**src/rtl/srce_pkg.sv**
```systemverilog
// srce_pkg: shared types, command codes and default sizes for the small
// RISC core execute block. No dependencies; used by srce_exec and the top.
package srce_pkg;

  localparam int MEM_WORDS_DEF  = 4096;
  localparam int PROG_DEPTH_DEF = 1024;

  // register file is fixed at 32 entries (5-bit register fields)
  localparam int REG_COUNT = 32;
  localparam int REG_AW    = 5;

  localparam int DATA_W    = 32;
  localparam int CMD_W     = 4;
  localparam int ABS_W     = 12;
  localparam int TGT_W     = 10;
  localparam int NPC_OUT_W = 10;
  localparam int MAD_OUT_W = 12;

  typedef logic [CMD_W-1:0]  cmd_t;
  typedef logic [DATA_W-1:0] word_t;
  typedef logic [REG_AW-1:0] reg_idx_t;

  localparam cmd_t CMD_ADD  = 4'd0;
  localparam cmd_t CMD_SUB  = 4'd1;
  localparam cmd_t CMD_LD   = 4'd2;
  localparam cmd_t CMD_LW   = 4'd3;
  localparam cmd_t CMD_JAL  = 4'd4;
  localparam cmd_t CMD_ADDI = 4'd5;
  localparam cmd_t CMD_LI   = 4'd6;
  localparam cmd_t CMD_J    = 4'd7;
  localparam cmd_t CMD_BNE  = 4'd8;
  localparam cmd_t CMD_BEQ  = 4'd9;
  localparam cmd_t CMD_BLE  = 4'd10;
  localparam cmd_t CMD_SW   = 4'd11;
  localparam cmd_t CMD_NOP  = 4'd12;

  // side effects decided by the execute stage
  typedef struct packed {
    logic wreg;     // register write
    logic wmem;     // data memory write
    logic is_load;  // write value comes from data memory
  } exec_flags_t;

endpackage

```
**src/rtl/srce_exec.sv**
```systemverilog
// srce_exec: combinational execute logic (ALU, address, branch, next pc).
// Depends on srce_pkg.
module srce_exec #(
  parameter int PC_AW  = $clog2(srce_pkg::PROG_DEPTH_DEF),
  parameter int MEM_AW = $clog2(srce_pkg::MEM_WORDS_DEF)
) (
  input  srce_pkg::cmd_t              cmd,
  input  srce_pkg::word_t             opa,
  input  srce_pkg::word_t             opb,
  input  srce_pkg::word_t             imm,
  input  logic [srce_pkg::ABS_W-1:0]  abs_address,
  input  logic [srce_pkg::TGT_W-1:0]  branch_target,
  input  logic [PC_AW-1:0]            pc,
  output srce_pkg::exec_flags_t       flags,
  output srce_pkg::word_t             wval,
  output logic [MEM_AW-1:0]           maddr,
  output logic [PC_AW-1:0]            npc
);
  import srce_pkg::*;

  word_t imm_q;    // imm / 4, truncated toward zero
  word_t eff;      // base + offset word address
  word_t abs32;
  word_t tgt32;
  word_t pc32;
  word_t jal32;
  logic [PC_AW-1:0] pc_inc;
  logic eq;
  logic le;

  assign imm_q  = {{2{imm[31]}}, imm[31:2]} + word_t'(imm[31] && (imm[1:0] != 2'b00));
  assign eff    = opa + imm_q;
  assign abs32  = word_t'(abs_address);
  assign tgt32  = word_t'(branch_target);
  assign pc32   = word_t'(pc);
  assign jal32  = pc32 + imm;
  assign pc_inc = pc + PC_AW'(1);
  assign eq     = (opa == opb);
  assign le     = ($signed(opa) <= $signed(opb));

  always_comb begin
    flags = '0;
    wval  = '0;
    maddr = '0;
    npc   = pc_inc;
    unique case (cmd)
      CMD_ADD: begin
        flags.wreg = 1'b1;
        wval       = opa + opb;
      end
      CMD_SUB: begin
        flags.wreg = 1'b1;
        wval       = opa - opb;
      end
      CMD_LD: begin
        flags.wreg    = 1'b1;
        flags.is_load = 1'b1;
        maddr         = abs32[MEM_AW-1:0];
      end
      CMD_LW: begin
        flags.wreg    = 1'b1;
        flags.is_load = 1'b1;
        maddr         = eff[MEM_AW-1:0];
      end
      CMD_JAL: begin
        flags.wreg = 1'b1;
        wval       = pc32 + word_t'(1);   // link is not wrapped
        npc        = jal32[PC_AW-1:0];
      end
      CMD_ADDI: begin
        flags.wreg = 1'b1;
        wval       = opa + imm;
      end
      CMD_LI: begin
        flags.wreg = 1'b1;
        wval       = imm;
      end
      CMD_J: begin
        npc = tgt32[PC_AW-1:0];
      end
      CMD_BNE: begin
        if (!eq) npc = tgt32[PC_AW-1:0];
      end
      CMD_BEQ: begin
        if (eq) npc = tgt32[PC_AW-1:0];
      end
      CMD_BLE: begin
        if (le) npc = tgt32[PC_AW-1:0];
      end
      CMD_SW: begin
        flags.wmem = 1'b1;
        maddr      = eff[MEM_AW-1:0];
      end
      default: begin
        // no-op and unused codes: pc + 1 only
      end
    endcase
  end

endmodule
```
**config.mk**
```make
export PLATFORM = sky130hd
export DESIGN_NAME = srce_exec
export DESIGN_NICKNAME = d
export VERILOG_FILES = /design/src/rtl/srce_pkg.sv /design/src/rtl/srce_exec.sv
export SDC_FILE = /design/constraint.sdc
export NUM_CORES = 1
export LEC_CHECK = 0
export ABC_AREA = 1
export BUFFER_PORTS_ARGS = -buffer_cell sky130_fd_sc_hd__buf_4
export CORE_MARGIN = 2
export CORE_UTILIZATION = 50
export DETAILED_ROUTE_END_ITERATION = 12
export GPL_TIMING_DRIVEN = 0
export PLACE_DENSITY = 0.81
export REMOVE_ABC_BUFFERS = 1
export SETUP_SLACK_MARGIN = 0.02
export SYNTH_ARGS = -nofsm -noshare
export SYNTH_HDL_FRONTEND = slang
export SYNTH_SLANG_ARGS = --single-unit
```
**constraint.sdc**
```tcl
create_clock -name vclk -period 3.5
set_input_delay 0 -clock vclk [all_inputs]
set_output_delay 0 -clock vclk [all_outputs]
set_load 0.01 [all_outputs]
```
# Word-level counts from Yosys, hierarchy flattened
# Cells that the tools add are included.
# W data, S select, Z words.
# classes
mux,9
add_sub_neg,8
eq_ne,12
magnitude_cmp,1
reduce_logical,6
# op_table
operator,n
$pmux W32 S5,1
$add A32 B32 Y32,2
$pmux W10 S5,1
$eq A32 B32 Y1,1
$le A32 B32 Y1,1
$sub A32 B32 Y32,1
$mux W10,3
$pmux W12 S2,1
$eq A4 B3 Y1 const B,4
$eq A4 B4 Y1 const B,4
$add A12 B12 Y12,1
$add A12 B2 Y12,1
$add A10 B1 Y11 const B,1
$add A10 B1 Y10 const B,1
$add A10 B10 Y10,1
$eq A4 B2 Y1 const B,2
$reduce_or A7 Y1,1
$eq A4 B1 Y1 const B,1
$logic_not A4 Y1,1
$reduce_or A2 Y1,2
$mux W1,3
$reduce_bool A2 Y1,1
$logic_and A1 B1 Y1,1
# word_totals
word_cells,36
in_bits,132
out_inout_bits,57
register_bits,0

# Longest topological paths before layout
# logic_depth
ltp_word,5
mapped_depth,18
ltp_nobuf,18

# Least setup slack after synthesis
# Ideal clock, no wire load.
# synth_path
kind,input to output
start,in cmd[2]
end,out wval[22]
n_path_buf,0
setup_slack_ns,1.124
required_time_ns,3.500
arrival_ns,2.376
stages,15
path_cell_list,inv_1 nor2_1 nand2_1 mux2_2 ha_1 fa_1 nand3_1 nand2_1 a21boi_0 o21ai_0 nand2_1 nand2_1 or2_2 nand3_1 nand3_1
# synth_via
elab_chain_len,2
word_cells_on_any_way,6
classes_between,eq/ne (4); mux (1); reduce/logical (1)
# synth_lines
item,line,source
"start, declared",srce_exec.sv:7,"input srce_pkg::cmd_t cmd,"
$eq A4 B3 Y1 (tied with other cells),srce_exec.sv:46,unique case (cmd)
$pmux W32 S5 (*),srce_exec.sv:46,
"end, declared",srce_exec.sv:15,"output srce_pkg::word_t wval,"
# Every way passes the cells marked *; elsewhere a longest branch is shown, timed or not.

# Final worst setup path
# layout_path
start,in cmd[3]
end,out wval[22]
# The elaborated chain is that of the path after synthesis.

==> flow_summary.json <==
{
  "status": "complete, no violations",
  "postSynthCellCount": 1341,
  "gr-total-overflow": 0,
  "crit_required_ps": 3500,
  "grt_pass1_wl_um": 42600,
  "area_delta_synth_final_pct": 22.4,
  "synth_area_leaders": "nand2_1, ha_1, a21oi_1, nand3_1, inv_1",
  "stdcell_area_sq_um": 8620,
  "dp_slack_ps": 294,
  "whs_ps": 282,
  "avgSynthCellArea_sq_um": 5.25,
  "fin_nets": 1730,
  "start_kind": "input pin",
  "rows": 43,
  "dr.pass1.iters": 8,
  "finalWeightedCongestion": 1.03,
  "seq_area_frac_synth_pct": 0,
  "grt.total_usage_pct": 35.2,
  "routed.top_layer": "met4",
  "fin_cells": 1687,
  "wire_per_inst_um": 16.5,
  "dieArea_sq_um": 15100,
  "num_io_pins": 189,
  "fin_crit_sh_pct": 92.1,
  "p_leak_nw": 4.49,
  "vias": 9913,
  "p_int_uw": 542,
  "nFlopsAndLatches": 0,
  "drt_iter0_markers": 846,
  "drive_above_1_share_pct": 16.7,
  "antenna_found_initial": 0,
  "crit_path_cell_trace": "buf_4, nor2_1, nand2_2, mux2_2, ha_1, fa_1, nand3_1, nand2_1, a21boi_0, o21ai_1, nand2_1, nand2_1, or2_2, nand3_1, nand3_1, buf_4",
  "max_stage_delay_ps": 470,
  "core_sq_um": 13800,
  "combPwrFrac_pct": 100.0,
  "worst_slew_pin_slew_ps": 1110,
  "nClkBuffers": 0,
  "holdCritPathClass": "in2out",
  "routedLengthMet1_um": 11000,
  "cts_hold_buf": 0,
  "final-hold-violation-count": 0,
  "final_core_util_pct": 62.4,
  "antenna_cells": 0,
  "synth_top_area_share_pct": 18.8,
  "wirelength_um": 27900,
  "total_power_mw": 1.40,
  "wl_met2_um": 12600,
  "finalWorstSetupSlack_ps": 276,
  "fp.dieH_um": 123,
  "drc": 0,
  "place_area_sq_um": 8620,
  "worst_setup_path_end_kind": "output port",
  "setup_viol": 0,
  "crit_type": "in2out",
  "grt_setup_unrepaired": "no",
  "fp.dieW_um": 123,
  "grt_max_degree": 57,
  "switching_share_pct": 61.3,
  "power.share.clock_pct": 0,
  "initial_utilization_pct": 50.9,
  "fin_crit_ps": 3220,
  "synth_top_cell_by_area": "nand2_1",
  "synth_cell_types": 50,
  "ys_warn_count": 0,
  "grt_pass1_vias": 8886,
  "wl_met3_um": 2780,
  "max_freq_ghz": 0.310,
  "vias_per_cell": 5.88,
  "slew_headroom_pct": 25.8,
  "slew_violations": 0,
  "ant_nets": 0,
  "power.density_nw_per_um2": 163,
  "finalSetupTns_ps": 0,
  "path_max_fanout": 9,
  "regArea_sq_um": 0,
  "p_switching_uw": 860,
  "hpwlAfterDp_um": 23500,
  "seqPwrFrac_pct": 0,
  "synth_area_sq_um": 7040,
  "cp_slowest_cell": "fa_1",
  "ir_drop_uv": 74.6,
  "fill_cells": 1424,
  "placed_cells": 1687,
  "arrival_ps": 3220,
  "numPortBuffers": 189,
  "drv_cap": 0
}
## power by group through the flow
stage / logic [mW] / registers [mW] / clock network (mW)
final: 1.40 / 0 / 0
after global routing: 1.54 / 0 / 0
after CTS: 1.37 / 0 / 0
after detailed placement: 1.36 / 0 / 0
after global placement: 1.34 / 0 / 0
after floorplan: 0.866 / 0 / 0
## final timing paths
kind,from,endpoint,cells past startpoint
worst max-delay path,cmd[3],wval[22],16
worst min-delay path,abs_address[10],maddr[10],4
## cell type report
class                           instances  area (sq um)  area share (%)
Inverter                              167           628            7.28
Multi-Input combinational cell       1149          6310            73.2
Tap cell                              180           225            2.61
Timing Repair Buffer                  191          1460            16.9
## cells in the final DEF, fill, tap and decap left out, drive strengths merged, types with 4 or more instances in the layout
master	count
a21boi	10
o21ai	93
nand3b	9
buf	191
o2111ai	10
inv	165
o21bai	9
nand3	127
fa	5
o211ai	17
a21o	10
or2	23
a21oi	147
nor2	154
xnor2	4
nand4	32
xor2	6
nor3	20
o21a	8
ha	84
nand2	365
## cells in the mapped netlist, types with 2 or more instances
master and count:
a21boi_0 10, nand2_1 353, buf_2 5, xnor2_1 4, and2_1 2, o211ai_1 17
nor2_1 143, xor2_1 6, a32o_1 2, ha_1 84, clkbuf_1 16, nand3_1 125
nor2_2 8, or2_2 21, nor4_1 2, a211oi_1 2, inv_2 5, o21bai_1 9
inv_1 160, nand2_2 11, o21ai_1 4, a21oi_1 146, a32oi_1 2, buf_6 3
nor3_2 2, nor2_4 2, nand3_4 2, a21o_1 10, nor3_1 17, o2111ai_1 10
nand4_1 32, fa_1 5, nand3b_1 9, o21a_1 8, o21ai_0 89
## critical path: cells and delay by family
| family | cells | cell delay (ps) |
|---|---|---|
| and+or+nand+nor | 9 | 1350 |
| adders and majority gates | 2 | 690 |
| AOI/OAI and AO/OA | 2 | 540 |
| muxes | 1 | 340 |
| buffers and inverters | 2 | 290 |
## logic make-up (layout without fill, tap and decap cells)
logic type               after synthesis  count (layout)  share of synthesized area (%)
AND/OR/NAND/NOR                      735             735                           46.3
buffers and inverters                192             358                           10.7
AO/OA/AOI/OAI                        314             314                           25.3
XOR/XNOR                              10              10                           1.24
multiplexers                           1               1                          0.160
adder cells (fa/ha/maj)               89              89                           16.3
## timing repair
item	4_1_cts	5_1_grt
buffers inserted	0	0
setup endpoints to repair	0	1
gates resized for setup	0	1
## routing by layer
layer | vias up | global-route usage, %
li1 | 4875 | -
met5 | - | 0
met3 | 97 | 3.21
met4 | 0 | 16.2
met1 | 4376 | 43.6
met2 | 565 | 61.2
Note: power is estimated with default switching activity, not from simulation.
